File: config.mk
export PLATFORM = sky130hd
export DESIGN_NAME = lexical_token_scanner_flat
export DESIGN_NICKNAME = d
export VERILOG_FILES = /design/src/lts_pkg.sv /design/src/lts_ifs.sv /design/src/lts_scan.sv /design/src/lts_resq.sv /design/src/lexical_token_scanner.sv /design/src/flat_wrapper.sv
export SDC_FILE = /design/constraint.sdc
export NUM_CORES = 1
export LEC_CHECK = 0
export BUFFER_PORTS_ARGS = -buffer_cell sky130_fd_sc_hd__buf_2
export CAP_MARGIN = 30
export CORE_ASPECT_RATIO = 0.7
export CORE_UTILIZATION = 55
export CTS_BUF_LIST = sky130_fd_sc_hd__clkbuf_4 sky130_fd_sc_hd__clkbuf_8 sky130_fd_sc_hd__clkbuf_16
export DETAILED_ROUTE_END_ITERATION = 7
export PLACE_DENSITY_LB_ADDON = 0.12
export SYNTH_ARGS = -nofsm -noshare
export SYNTH_HDL_FRONTEND = slang
export SYNTH_HIERARCHICAL = 1
export SYNTH_SLANG_ARGS = --single-unit
export TNS_END_PERCENT = 5
File: constraint.sdc
create_clock -name clk -period 14.23 [get_ports clk]
set_input_delay 0.7115 -clock clk [delete_from_list [all_inputs] [get_ports clk]]
set_output_delay 0.7115 -clock clk [all_outputs]
set_load 0.01 [all_outputs]
File: src/lts_pkg.sv
`default_nettype none

package lts_pkg;

  // One token as it leaves the scanner (the last flag is added at the output)
  typedef struct packed {
    logic [5:0]  kind;
    logic [15:0] start_res;
    logic [15:0] length;
    logic [15:0] line;
  } lts_tok_t;

  // Most tokens one character can cause: number, dot, then one more
  localparam int unsigned MAX_TOKS = 3;

  // All tokens caused by one request, oldest in slot 0
  typedef struct packed {
    logic [1:0]                  cnt;
    lts_tok_t [MAX_TOKS-1:0]     tok;
  } lts_group_t;

  // Result queue depth in groups
  localparam int unsigned QDEPTH = 4;

  // Token kind codes
  localparam logic [5:0] K_LPAREN  = 6'd0;
  localparam logic [5:0] K_RPAREN  = 6'd1;
  localparam logic [5:0] K_LBRACE  = 6'd2;
  localparam logic [5:0] K_RBRACE  = 6'd3;
  localparam logic [5:0] K_COMMA   = 6'd4;
  localparam logic [5:0] K_DOT     = 6'd5;
  localparam logic [5:0] K_MINUS   = 6'd6;
  localparam logic [5:0] K_PLUS    = 6'd7;
  localparam logic [5:0] K_SEMI    = 6'd8;
  localparam logic [5:0] K_SLASH   = 6'd9;
  localparam logic [5:0] K_STAR    = 6'd10;
  localparam logic [5:0] K_BANG    = 6'd11;
  localparam logic [5:0] K_BANG_EQ = 6'd12;
  localparam logic [5:0] K_EQ      = 6'd13;
  localparam logic [5:0] K_EQ_EQ   = 6'd14;
  localparam logic [5:0] K_GT      = 6'd15;
  localparam logic [5:0] K_GT_EQ   = 6'd16;
  localparam logic [5:0] K_LT      = 6'd17;
  localparam logic [5:0] K_LT_EQ   = 6'd18;
  localparam logic [5:0] K_IDENT   = 6'd19;
  localparam logic [5:0] K_STRING  = 6'd20;
  localparam logic [5:0] K_NUMBER  = 6'd21;
  localparam logic [5:0] K_KW_BASE = 6'd22;
  localparam logic [5:0] K_END     = 6'd38;
  localparam logic [5:0] K_BADCHAR = 6'd39;
  localparam logic [5:0] K_OPENSTR = 6'd40;

  // Keywords, packed first character highest, with their lengths
  localparam int unsigned NUM_KW = 16;
  localparam logic [47:0] KW_TEXT [NUM_KW] = '{
    48'h000000616e64, // and
    48'h00636c617373, // class
    48'h0000656c7365, // else
    48'h0066616c7365, // false
    48'h00000066756e, // fun
    48'h000000666f72, // for
    48'h000000006966, // if
    48'h0000006e696c, // nil
    48'h000000006f72, // or
    48'h007072696e74, // print
    48'h72657475726e, // return
    48'h007375706572, // super
    48'h000074686973, // this
    48'h000074727565, // true
    48'h000000766172, // var
    48'h007768696c65  // while
  };
  localparam logic [2:0] KW_LEN [NUM_KW] = '{
    3'd3, 3'd5, 3'd4, 3'd5, 3'd3, 3'd3, 3'd2, 3'd3,
    3'd2, 3'd5, 3'd6, 3'd5, 3'd4, 3'd4, 3'd3, 3'd5
  };

  // Kind of a finished word: a keyword if prefix and length match one
  function automatic logic [5:0] word_kind(input logic [47:0] pref, input logic [2:0] len);
    logic [5:0] k;
    k = K_IDENT;
    for (int i = 0; i < NUM_KW; i++) begin
      if (len == KW_LEN[i] && pref == KW_TEXT[i]) begin
        k = K_KW_BASE + 6'(i);
      end
    end
    return k;
  endfunction

endpackage

`default_nettype wire

File: src/lts_ifs.sv
`default_nettype none

// Character request channel
interface lts_in_if;
  logic       valid;
  logic       ready;
  logic [7:0] ch;
  logic       end_of_source;

  modport source (output valid, output ch, output end_of_source, input ready);
  modport sink   (input valid, input ch, input end_of_source, output ready);
endinterface

// Token result channel
interface lts_out_if;
  logic        valid;
  logic        ready;
  logic [5:0]  kind;
  logic [15:0] start_res;
  logic [15:0] length;
  logic [15:0] line;
  logic        last;

  modport source (output valid, output kind, output start_res, output length,
                  output line, output last, input ready);
  modport sink   (input valid, input kind, input start_res, input length,
                  input line, input last, output ready);
endinterface

`default_nettype wire

File: src/lts_scan.sv
`default_nettype none

module lts_scan #(
  parameter int POSITION_BITS = 16
) (
  input  wire logic               clk,
  input  wire logic               rst_n,
  input  wire logic               in_take,
  input  wire logic [7:0]         in_ch,
  input  wire logic               in_eos,
  output logic                    push_valid,
  output lts_pkg::lts_group_t     push_group
);
  import lts_pkg::*;

  // Scan modes
  localparam logic [3:0] M_IDLE    = 4'd0;
  localparam logic [3:0] M_BANG    = 4'd1;
  localparam logic [3:0] M_EQ      = 4'd2;
  localparam logic [3:0] M_LT      = 4'd3;
  localparam logic [3:0] M_GT      = 4'd4;
  localparam logic [3:0] M_SLASH   = 4'd5;
  localparam logic [3:0] M_COMMENT = 4'd6;
  localparam logic [3:0] M_STRING  = 4'd7;
  localparam logic [3:0] M_INT     = 4'd8;
  localparam logic [3:0] M_DOT     = 4'd9;
  localparam logic [3:0] M_FRAC    = 4'd10;
  localparam logic [3:0] M_WORD    = 4'd11;

  // Blank characters without a printable form
  localparam logic [7:0] CH_TAB = 8'h09;
  localparam logic [7:0] CH_NL  = 8'h0a;
  localparam logic [7:0] CH_CR  = 8'h0d;

  localparam logic [POSITION_BITS-1:0] POS_MAX = '1;

  // Input stage
  logic                     valid_r;
  logic [7:0]               ch_r;
  logic                     eos_r;

  // Scan state
  logic [3:0]               mode_r,  mode_nxt;
  logic [POSITION_BITS-1:0] ts_r,    ts_nxt;
  logic [POSITION_BITS-1:0] pos_r,   pos_nxt;
  logic [15:0]              line_r,  line_nxt;
  logic [47:0]              pref_r,  pref_nxt;
  logic [2:0]               wlen_r,  wlen_nxt;

  logic [POSITION_BITS+15:0] pos_ext, ts_ext;
  logic [15:0]              p16, ts16;
  logic                     is_dig, is_alpha;
  logic                     taken, fin, beg;
  logic [1:0]               n;
  lts_tok_t [MAX_TOKS-1:0]  toks;

  function automatic lts_tok_t mk(input logic [5:0] k, input logic [15:0] s,
                                  input logic [15:0] l, input logic [15:0] ln);
    lts_tok_t t;
    t.kind      = k;
    t.start_res = s;
    t.length    = l;
    t.line      = ln;
    return t;
  endfunction

  // Low 16 bits of position and token start, whatever the position width
  assign pos_ext = {16'd0, pos_r};
  assign ts_ext  = {16'd0, ts_r};
  assign p16     = pos_ext[15:0];
  assign ts16    = ts_ext[15:0];

  assign is_dig   = (ch_r >= "0") && (ch_r <= "9");
  assign is_alpha = ((ch_r >= "a") && (ch_r <= "z")) || ((ch_r >= "A") && (ch_r <= "Z"))
                    || (ch_r == "_");

  // Next state and tokens for the staged character
  always_comb begin
    mode_nxt = mode_r;
    ts_nxt   = ts_r;
    pos_nxt  = pos_r;
    line_nxt = line_r;
    pref_nxt = pref_r;
    wlen_nxt = wlen_r;
    toks     = '0;
    n        = 2'd0;
    taken    = 1'b0;
    fin      = 1'b0;
    beg      = 1'b0;

    if (valid_r) begin
      if (eos_r) begin
        fin = 1'b1;
      end else begin
        // continue the pending token if this character belongs to it
        unique case (mode_r) inside
          M_BANG, M_EQ, M_LT, M_GT: begin
            if (ch_r == "=") begin
              taken = 1'b1;
              mode_nxt = M_IDLE;
              toks[n] = mk((mode_r == M_BANG) ? K_BANG_EQ :
                           (mode_r == M_EQ)   ? K_EQ_EQ   :
                           (mode_r == M_LT)   ? K_LT_EQ   : K_GT_EQ,
                           ts16, p16 + 16'd1 - ts16, line_r);
              n = n + 2'd1;
            end
          end
          M_SLASH: begin
            if (ch_r == "/") begin
              taken = 1'b1;
              mode_nxt = M_COMMENT;
            end
          end
          M_COMMENT: taken = (ch_r != CH_NL);
          M_STRING: begin
            taken = 1'b1;
            if (ch_r == "\"") begin
              mode_nxt = M_IDLE;
              toks[n] = mk(K_STRING, ts16, p16 + 16'd1 - ts16, line_r);
              n = n + 2'd1;
            end else if (ch_r == CH_NL && line_r != 16'hffff) begin
              line_nxt = line_r + 16'd1;
            end
          end
          M_INT: begin
            if (is_dig) begin
              taken = 1'b1;
            end else if (ch_r == ".") begin
              taken = 1'b1;
              mode_nxt = M_DOT;
            end
          end
          M_DOT: begin
            if (is_dig) begin
              taken = 1'b1;
              mode_nxt = M_FRAC;
            end
          end
          M_FRAC: taken = is_dig;
          M_WORD: begin
            if (is_alpha || is_dig) begin
              taken = 1'b1;
              if (wlen_r < 3'd6) begin
                pref_nxt = {pref_r[39:0], ch_r};
                wlen_nxt = wlen_r + 3'd1;
              end else begin
                wlen_nxt = 3'd7;
              end
            end
          end
          default: ;
        endcase
        fin = !taken;
        beg = !taken;
        pos_nxt = (pos_r == POS_MAX) ? pos_r : pos_r + POSITION_BITS'(1);
      end

      // close the pending token just before the current position
      if (fin) begin
        unique case (mode_r) inside
          M_BANG:  begin toks[n] = mk(K_BANG,  ts16, 16'd1, line_r); n = n + 2'd1; end
          M_EQ:    begin toks[n] = mk(K_EQ,    ts16, 16'd1, line_r); n = n + 2'd1; end
          M_LT:    begin toks[n] = mk(K_LT,    ts16, 16'd1, line_r); n = n + 2'd1; end
          M_GT:    begin toks[n] = mk(K_GT,    ts16, 16'd1, line_r); n = n + 2'd1; end
          M_SLASH: begin toks[n] = mk(K_SLASH, ts16, 16'd1, line_r); n = n + 2'd1; end
          M_STRING: begin
            toks[n] = mk(K_OPENSTR, ts16, p16 - ts16, line_r);
            n = n + 2'd1;
          end
          M_INT, M_FRAC: begin
            toks[n] = mk(K_NUMBER, ts16, p16 - ts16, line_r);
            n = n + 2'd1;
          end
          M_DOT: begin
            // number without the held-back dot, then the dot itself
            toks[n] = mk(K_NUMBER, ts16, p16 - 16'd1 - ts16, line_r);
            n = n + 2'd1;
            toks[n] = mk(K_DOT, p16 - 16'd1, 16'd1, line_r);
            n = n + 2'd1;
          end
          M_WORD: begin
            toks[n] = mk(word_kind(pref_r, wlen_r), ts16, p16 - ts16, line_r);
            n = n + 2'd1;
          end
          default: ;
        endcase
        mode_nxt = M_IDLE;
      end

      if (eos_r) begin
        toks[n] = mk(K_END, p16, 16'd0, line_r);
        n = n + 2'd1;
      end

      // start a new token from idle
      if (beg) begin
        ts_nxt = pos_r;
        case (ch_r) inside
          "(": begin toks[n] = mk(K_LPAREN, p16, 16'd1, line_r); n = n + 2'd1; end
          ")": begin toks[n] = mk(K_RPAREN, p16, 16'd1, line_r); n = n + 2'd1; end
          "{": begin toks[n] = mk(K_LBRACE, p16, 16'd1, line_r); n = n + 2'd1; end
          "}": begin toks[n] = mk(K_RBRACE, p16, 16'd1, line_r); n = n + 2'd1; end
          ",": begin toks[n] = mk(K_COMMA,  p16, 16'd1, line_r); n = n + 2'd1; end
          ".": begin toks[n] = mk(K_DOT,    p16, 16'd1, line_r); n = n + 2'd1; end
          "-": begin toks[n] = mk(K_MINUS,  p16, 16'd1, line_r); n = n + 2'd1; end
          "+": begin toks[n] = mk(K_PLUS,   p16, 16'd1, line_r); n = n + 2'd1; end
          ";": begin toks[n] = mk(K_SEMI,   p16, 16'd1, line_r); n = n + 2'd1; end
          "*": begin toks[n] = mk(K_STAR,   p16, 16'd1, line_r); n = n + 2'd1; end
          "!": mode_nxt = M_BANG;
          "=": mode_nxt = M_EQ;
          "<": mode_nxt = M_LT;
          ">": mode_nxt = M_GT;
          "/": mode_nxt = M_SLASH;
          " ", CH_CR, CH_TAB: ;
          CH_NL: begin
            if (line_r != 16'hffff) line_nxt = line_r + 16'd1;
          end
          "\"": mode_nxt = M_STRING;
          default: begin
            if (is_dig) begin
              mode_nxt = M_INT;
            end else if (is_alpha) begin
              mode_nxt = M_WORD;
              pref_nxt = {40'd0, ch_r};
              wlen_nxt = 3'd1;
            end else begin
              toks[n] = mk(K_BADCHAR, p16, 16'd1, line_r);
              n = n + 2'd1;
            end
          end
        endcase
      end
    end
  end

  assign push_valid     = (n != 2'd0);
  assign push_group.cnt = n;
  assign push_group.tok = toks;

  // Input stage payload
  always_ff @(posedge clk) begin
    if (in_take) begin
      ch_r  <= in_ch;
      eos_r <= in_eos;
    end
  end

  // Control and scan state
  always_ff @(posedge clk) begin
    if (!rst_n) begin
      valid_r <= 1'b0;
      mode_r  <= M_IDLE;
      ts_r    <= '0;
      pos_r   <= '0;
      line_r  <= 16'd1;
      pref_r  <= '0;
      wlen_r  <= '0;
    end else begin
      valid_r <= in_take;
      mode_r  <= mode_nxt;
      ts_r    <= ts_nxt;
      pos_r   <= pos_nxt;
      line_r  <= line_nxt;
      pref_r  <= pref_nxt;
      wlen_r  <= wlen_nxt;
    end
  end

endmodule

`default_nettype wire

File: src/lts_resq.sv
`default_nettype none

module lts_resq (
  input  wire logic               clk,
  input  wire logic               rst_n,
  input  wire logic               push_valid,
  input  wire lts_pkg::lts_group_t push_group,
  output logic                    room,
  output logic                    out_valid,
  input  wire logic               out_ready,
  output lts_pkg::lts_tok_t       out_tok,
  output logic                    out_last
);
  import lts_pkg::*;

  localparam int unsigned PW = $clog2(QDEPTH);
  localparam int unsigned CW = $clog2(QDEPTH + 1);
  localparam logic [CW-1:0] ROOM_MAX = CW'(QDEPTH - 2);

  lts_group_t         grp_r [QDEPTH];
  logic [PW-1:0]      wr_ptr_r, rd_ptr_r;
  logic [CW-1:0]      count_r, count_nxt;
  logic [1:0]         sub_r;
  lts_group_t         head;
  logic               pop_tok, pop_grp;

  assign head      = grp_r[rd_ptr_r];
  assign out_valid = (count_r != '0);
  assign out_tok   = head.tok[sub_r];
  assign out_last  = (sub_r == head.cnt - 2'd1);
  assign pop_tok   = out_valid && out_ready;
  assign pop_grp   = pop_tok && out_last;

  // room for the staged request plus one newly accepted
  assign room = (count_r <= ROOM_MAX);

  always_comb begin
    count_nxt = count_r;
    if (push_valid && !pop_grp) count_nxt = count_r + CW'(1);
    else if (!push_valid && pop_grp) count_nxt = count_r - CW'(1);
  end

  // Group storage
  always_ff @(posedge clk) begin
    if (push_valid) grp_r[wr_ptr_r] <= push_group;
  end

  // Pointers and token index within the head group
  always_ff @(posedge clk) begin
    if (!rst_n) begin
      wr_ptr_r <= '0;
      rd_ptr_r <= '0;
      count_r  <= '0;
      sub_r    <= '0;
    end else begin
      count_r <= count_nxt;
      if (push_valid) wr_ptr_r <= wr_ptr_r + PW'(1);
      if (pop_grp) begin
        rd_ptr_r <= rd_ptr_r + PW'(1);
        sub_r    <= '0;
      end else if (pop_tok) begin
        sub_r <= sub_r + 2'd1;
      end
    end
  end

endmodule

`default_nettype wire

File: src/lexical_token_scanner.sv
`default_nettype none

// Channel   Dir  Payload                                   Transfer
// in_req    in   ch[7:0], end_of_source                    valid & ready
// out_res   out  kind[5:0], start_res, length, line, last  valid & ready
//
// One character per cycle: a request is staged, scanned in one pass and its
// tokens (up to three) go as one group into a four-group result queue.
// Tokens leave one per cycle; ready drops once fewer than two groups are free,
// so multi-token requests or a stalled receiver slow the input.
// A token reaches out_res once its request has passed the input stage and been written into the result queue.
// Reset (synchronous, rst_n low) clears the scan state and empties the queue.
module lexical_token_scanner #(
  parameter int POSITION_BITS = 16
) (
  input  wire logic  clk,
  input  wire logic  rst_n,
  lts_in_if.sink     in_req,
  lts_out_if.source  out_res
);
  import lts_pkg::*;

  logic       take;
  logic       room;
  logic       push_valid;
  lts_group_t push_group;
  lts_tok_t   tok;

  assign in_req.ready = room;
  assign take         = in_req.valid && room;

  lts_scan #(
    .POSITION_BITS (POSITION_BITS)
  ) u_scan (
    .clk        (clk),
    .rst_n      (rst_n),
    .in_take    (take),
    .in_ch      (in_req.ch),
    .in_eos     (in_req.end_of_source),
    .push_valid (push_valid),
    .push_group (push_group)
  );

  lts_resq u_resq (
    .clk        (clk),
    .rst_n      (rst_n),
    .push_valid (push_valid),
    .push_group (push_group),
    .room       (room),
    .out_valid  (out_res.valid),
    .out_ready  (out_res.ready),
    .out_tok    (tok),
    .out_last   (out_res.last)
  );

  assign out_res.kind      = tok.kind;
  assign out_res.start_res = tok.start_res;
  assign out_res.length    = tok.length;
  assign out_res.line      = tok.line;

endmodule

`default_nettype wire

File: src/flat_wrapper.sv
// flat-port wrapper written by rule: the top's interface ports become plain ports
module lexical_token_scanner_flat import lts_pkg::*;
#(
  parameter int POSITION_BITS = 16
)
  (clk, rst_n, in_req_valid, in_req_ch, in_req_end_of_source, in_req_ready, out_res_valid, out_res_kind, out_res_start_res, out_res_length, out_res_line, out_res_last, out_res_ready);
  lts_in_if in_req_i ();
  lts_out_if out_res_i ();
  input  wire logic clk;
  input  wire logic rst_n;
  input wire logic [$bits(in_req_i.valid)-1:0] in_req_valid;
  input wire logic [$bits(in_req_i.ch)-1:0] in_req_ch;
  input wire logic [$bits(in_req_i.end_of_source)-1:0] in_req_end_of_source;
  output wire logic [$bits(in_req_i.ready)-1:0] in_req_ready;
  output wire logic [$bits(out_res_i.valid)-1:0] out_res_valid;
  output wire logic [$bits(out_res_i.kind)-1:0] out_res_kind;
  output wire logic [$bits(out_res_i.start_res)-1:0] out_res_start_res;
  output wire logic [$bits(out_res_i.length)-1:0] out_res_length;
  output wire logic [$bits(out_res_i.line)-1:0] out_res_line;
  output wire logic [$bits(out_res_i.last)-1:0] out_res_last;
  input wire logic [$bits(out_res_i.ready)-1:0] out_res_ready;
  assign in_req_i.valid = in_req_valid;
  assign in_req_i.ch = in_req_ch;
  assign in_req_i.end_of_source = in_req_end_of_source;
  assign in_req_ready = in_req_i.ready;
  assign out_res_valid = out_res_i.valid;
  assign out_res_kind = out_res_i.kind;
  assign out_res_start_res = out_res_i.start_res;
  assign out_res_length = out_res_i.length;
  assign out_res_line = out_res_i.line;
  assign out_res_last = out_res_i.last;
  assign out_res_i.ready = out_res_ready;
  lexical_token_scanner #(.POSITION_BITS(POSITION_BITS)) u_core (.clk(clk), .rst_n(rst_n), .in_req(in_req_i), .out_res(out_res_i));
endmodule
* Yosys cells after proc, flatten, opt, wreduce, memory -nomap -nowiden
Memories as Yosys holds them, arrays and structs flattened. A register that Yosys moved wholly into a read port is not among the register bits.
Index checks and enable logic that the tools add are counted.
** Word-level totals
- Memories kept :: 1
- Bits in writable memories :: 656
- Output and inout bits :: 57
- Bits of input ports :: 13
- Word-level logic and storage cells :: 393
- Register bits :: 122
** Operators by class
- Add/sub/neg operators :: 17
- Equal/unequal tests :: 57
- Reductions and logical operators :: 45
- Bitwise gates (word level) :: 3
- Muxes and demuxes :: 240
- $lt $le $gt $ge :: 17
** Memories
- u_core.u_resq.grp_r :: words 4, bits a word 164, rd ports 1, clocked after Yosys merged registers in 1, write ports 1, RTL line lts_resq.sv:20 : lts_group_t grp_r [QDEPTH];
** Operators with widths (count)
- two-way mux 162 bit :: 26
- bitwise mux 162 bit :: 22
- case mux 162 bit (9 select lines) :: 1
- two-way mux 48 bit :: 25
- demux 54 bit (select 2 bit) :: 4
- two-way mux 54 bit :: 7
- two-way mux 16 bit :: 23
- equality test 48 x 23 -> 1 bit, second input constant :: 5
- equality test 48 x 39 -> 1 bit, second input constant :: 5
- equality test 48 x 31 -> 1 bit, second input constant :: 3
- equality test 8 x 6 -> 1 bit, second input constant :: 15
- two-way mux 4 bit :: 29
- binary-select mux 54 bit (select 2 bit) :: 1
- two-way mux 6 bit :: 18
- case mux 54 bit (2 select lines) :: 1
- two-way mux 53 bit :: 2
- equality test 48 x 15 -> 1 bit, second input constant :: 2
- two-way mux 3 bit :: 28
- two-way mux 2 bit :: 31
- equality test 48 x 47 -> 1 bit, second input constant :: 1
- subtractor 16 bit :: 3
- adder 16 x 1 -> 16 bit, second input constant :: 2
- logical AND 1 bit :: 29
- equality test 8 x 4 -> 1 bit, second input constant :: 3
- other kinds (40) :: 93

* Longest topological paths before layout
- Word-level depth :: 51
- Gate-level depth with buffers :: 22

* Cells and area by module
Netlist, hierarchy kept.
** By module, submodules not included
- lts_resq :: cells an instance 1107, area an instance 25321.8 um2, seq. area each 19919.1 um2, times used 1
- lts_scan :: cells an instance 1493, area an instance 11188.2 um2, seq. area each 2352.3 um2, times used 1
- lexical_token_scanner :: cells an instance 1, area an instance 6.3 um2, seq. area each 0.0 um2, times used 1

* Least setup slack after synthesis
OpenSTA, ideal clock, no wires.
- Kind :: register to register
- From :: register u_core.u_scan.ch_r[3]
- To :: memory u_core/u_resq/grp_r[0][0] (netlist name) (enable)
- Clock period less this slack :: 7.642 ns
- Setup time :: 0.543 ns
- Buffers on the path :: 2
- Stages on the path, launching flop included :: 18
- Setup slack :: 6.588 ns
- Arrival :: 7.099 ns
- Data required time :: 13.687 ns
- Cells stage by stage :: edfxtp_1 > or3_1 > buf_2 > o311ai_4 > a2bb2oi_4 > a31o_1 > buf_2 > and2_1 > inv_1 > ha_1 > nor2b_1 > a21oi_1 > inv_1 > ha_1 > nand2_1 > o211a_1 > a21o_1 > and2_1
** RTL lines
- from (decl) :: RTL line lts_scan.sv:39 : logic [7:0] ch_r;
- from (signal assigned) :: RTL line lts_scan.sv:243 : ch_r <= in_ch;
- to (decl) :: RTL line lts_resq.sv:20

==> metrics.csv <==
stage,metric,value,unit
pwr,switchingPower,1.72,mW
cells_and_area,area_delta_synth_final,9.47,%
setup_path,crit_path_end_kind,flop,
setup_path,required,14.49,ns
logic_synthesis,synthArstFlopShare,0,
sta,skew,0.0321,ns
sta,fin_crit,7.44,ns
cts,cts_hold_buffers,0,
logic_synthesis,synth_simple_gate_area_frac,0.113,
sta,min_period_over_period,0.523,
sta,fin_setup_tns,0,ns
placed_design,io_buffer_count,69,
sta,grt_setup_unrepaired,no,
cts,insertion_delay,0.65,ns
logic_synthesis,synth-seq-area-share,0.610,
pwr,internal-power,4.26,mW
logic_synthesis,yosys.area_share.adder,0.0238,
sta,worst_pin_slew,1.08,ns
cts,path_clk_slew,0.06,ns
logic_synthesis,yosysTopAreaCellShare,0.547,
worst_hold_path,worstHoldPathType,input pin to flop,
detailed_routing,drtIter0Drc,2349,
grt,antenna_found_initial,2,
cts,cts_made_buffers,75,
pwr,power.leakage,12.9,nW
grt,grt_pass1_wl,138000,um
sta,maxSlewHeadroom,0.283,
floorplan,io-pin-count,70,
cts,htree_levels,3,
logic_synthesis,synth_area,36500,um2
pwr,pwr-share-clk,0.328,
cts,clock_sinks,780,
grt,grt_pass1_vias,21900,
grt,grt_max_degree,118,
floorplan,core,65200,um2
logic_synthesis,avgSynthCellArea,14.0,um2
sta,finalMaxSlewViolations,0,
cells_and_area,drive_gt1_frac,0.161,
logic_synthesis,synth_cell_types,97,
setup_path,critPathLaunchType,flop,
sta,setup_viol,0,
logic_synthesis,synth_top_family_by_area,multiplexers,
floorplan,die_y,218,um
detailed_routing,wl_per_cell,25.7,um
setup_path,worstPathMaxFanout,62,
pwr,p_sw_frac,0.288,
detailed_routing,ant_nets,0,
detailed_routing,firstDrtPassIters,5,
logic_synthesis,synth_compound_area_frac,0.0802,
pwr,irDropWorstVdd,129,uV
cts,postCtsResizedCells,0,
flow_run,maxCapViolCount,0,
cts,cts_tree,built,
logic_synthesis,synth-xor-area-share,0.0237,
logic_synthesis,ys_seq_elements,780,
logic_synthesis,synth_ff_type,edfxtp_1,
sta,hold_violations,0,
detailed_routing,vias,22600,
detailed_routing,drt_wl_total,91800,um
setup_path,crit_type,flop to flop,
pwr,combPwrFrac,0.208,
logic_synthesis,synthMuxAreaShare,0.120,
detailed_routing,drc,0,
cts,cts_root_buf,clkbuf_16,
cts,clockBufferDepth,3,
pwr,power_density,149,nW/um2
detailed_routing,via_per_inst,6.33,
cells_and_area,final_cell_mix,"edfxtp_1, nand2_1, mux4_2",
cells_and_area,final_common_cell,edfxtp_1,
logic_synthesis,synth_cells,2601,
logic_synthesis,yosysWarnings,6,
status,status,completed,
grt,gr-total-overflow,0,
cells_and_area,nets,2705,
floorplan,die_width,310,um
pwr,sequentialPowerShare,0.465,
grt,track_usage,0.276,
logic_synthesis,yosysTopAreaCell,edfxtp_1,
placed_design,gp_congestion,0.980,
floorplan,die-area,67400,um2
logic_synthesis,ys_top_cells_by_area,"edfxtp_1, mux4_2, dfxtp_1",
floorplan,fp-row-count,78,
placed_design,dp_hpwl,59400,um
setup_path,crit_arrival,7.70,ns
pwr,p_total,5.97,mW
floorplan,initial_core_util,0.560,
cells_and_area,fillCellCount,5054,
sta,fmax,0.134,GHz
logic_synthesis,synth_edf_count,665,
cts,cts_setup_buffers,0,
==> cell families after synthesis <==
logic type               count (synthesis)
AND/OR/NAND/NOR                        761
XOR/XNOR                                98
buffers and inverters                  228
other                                    1
flip-flops                             780
multiplexers                           232
adder cells (fa/ha/maj)                 67
AO/OA/AOI/OAI                          434
==> synth_stat cells (48+ instances only) <==
cell      count
o21ai_0     128
nand2_1     187
nand3_1      58
mux4_2      164
edfxtp_1    665
nor3_1       48
ha_1         63
and2_1      112
xnor2_1      58
nor2_1      124
clkbuf_1     85
dfxtp_1     115
a21oi_1      70
mux2i_1      67
==> cell type report <==
class | instances | area [um2] | share of cell area
clock buffer | 97 | 2110 | 0.0529
sequential | 780 | 22300 | 0.557
antenna | 1 | 2.50 | 0.0000626
clock inverter | 40 | 339 | 0.00848
tap | 880 | 1100 | 0.0275
multi-input combinational | 1624 | 13300 | 0.333
timing repair buffer | 102 | 648 | 0.0162
inverter | 42 | 158 | 0.00394
==> path summary, 6_finish.rpt <==
check | startpoint | slack [ns] | cells after the start | end
setup / recovery | u_core/u_scan/ch_r[3] | 6.79 | 17 | u_core/u_resq/grp_r[2][46]
hold / removal | in_req_ch[7] | 0.25 | 1 | u_core/u_scan/ch_r[7]
setup reg to reg | u_core/u_scan/ch_r[3] | 6.79 | 17 | u_core/u_resq/grp_r[2][46]
hold reg to reg | u_core/u_scan/pref_r[47] | 0.49 | 1 | u_core/u_scan/pref_r[47]
==> flip-flops by register name, summed over array words and instances (netlist names), named ones only <==
name,count
u_core/u_scan/mode_r,4
u_core/u_scan/line_r,16
u_core/u_scan/ts16,16
u_core/u_scan/eos_r,1
u_core/u_scan/valid_r,1
u_core/u_resq/rd_ptr_r,2
u_core/u_scan/p16,16
u_core/u_scan/pref_r,48
u_core/u_resq/grp_r,656
u_core/u_scan/ch_r,8
u_core/u_resq/sub_r,2
u_core/u_scan/wlen_r,3
u_core/u_resq/wr_ptr_r,2
u_core/u_resq/count_r,3
==> metrics by stage <==
stage                     utilization  hold WS [ns]  instances  setup slack [ns]  cell area [um2]
after global placement          0.575         0.462       3425              7.00            37500
final                           0.613         0.248       3566              6.79            40000
after global routing            0.613         0.222       3565              6.42            40000
after floorplan                     -         0.445       2632              6.59            36600
after CTS                       0.613         0.207       3565              6.90            40000
after detailed placement        0.576         0.471       3428              6.94            37500
==> worst max-delay path, stage by stage (launching register included) <==
cell       delay (ns)
edfxtp_1         0.64
or3_1            0.62
o311ai_4         0.32
a2bb2oi_4        0.26
a31o_1           0.56
and2_1           0.29
inv_1            0.09
ha_1             0.28
nor2b_1          0.04
a21oi_1          0.23
inv_1            0.11
ha_1             0.31
nand2_1          0.07
o211a_1          0.27
a21o_1           0.39
and2_4           0.78
buf_4            0.86
buf_4            0.78
==> power groups by stage <==
stage / sequential (mW) / clock, mW / combinational (mW)
final: 2.78 / 1.96 / 1.24
after global routing: 2.79 / 2.09 / 1.33
after CTS: 2.78 / 2.00 / 1.25
after detailed placement: 2.83 / 0 / 1.24
after global placement: 2.81 / 0 / 1.24
after floorplan: 2.80 / 0 / 0.832
==> per-layer routing <==
layer | share of wire | routed length [um] | GRT usage
met4 | 0.020 | 1820 | 0.0683
met5 | 0 | 0 | 0
met2 | 0.41 | 38000 | 0.374
met3 | 0.083 | 7650 | 0.0551
met1 | 0.48 | 44300 | 0.451
Note: power is estimated with default switching activity, not from simulation.
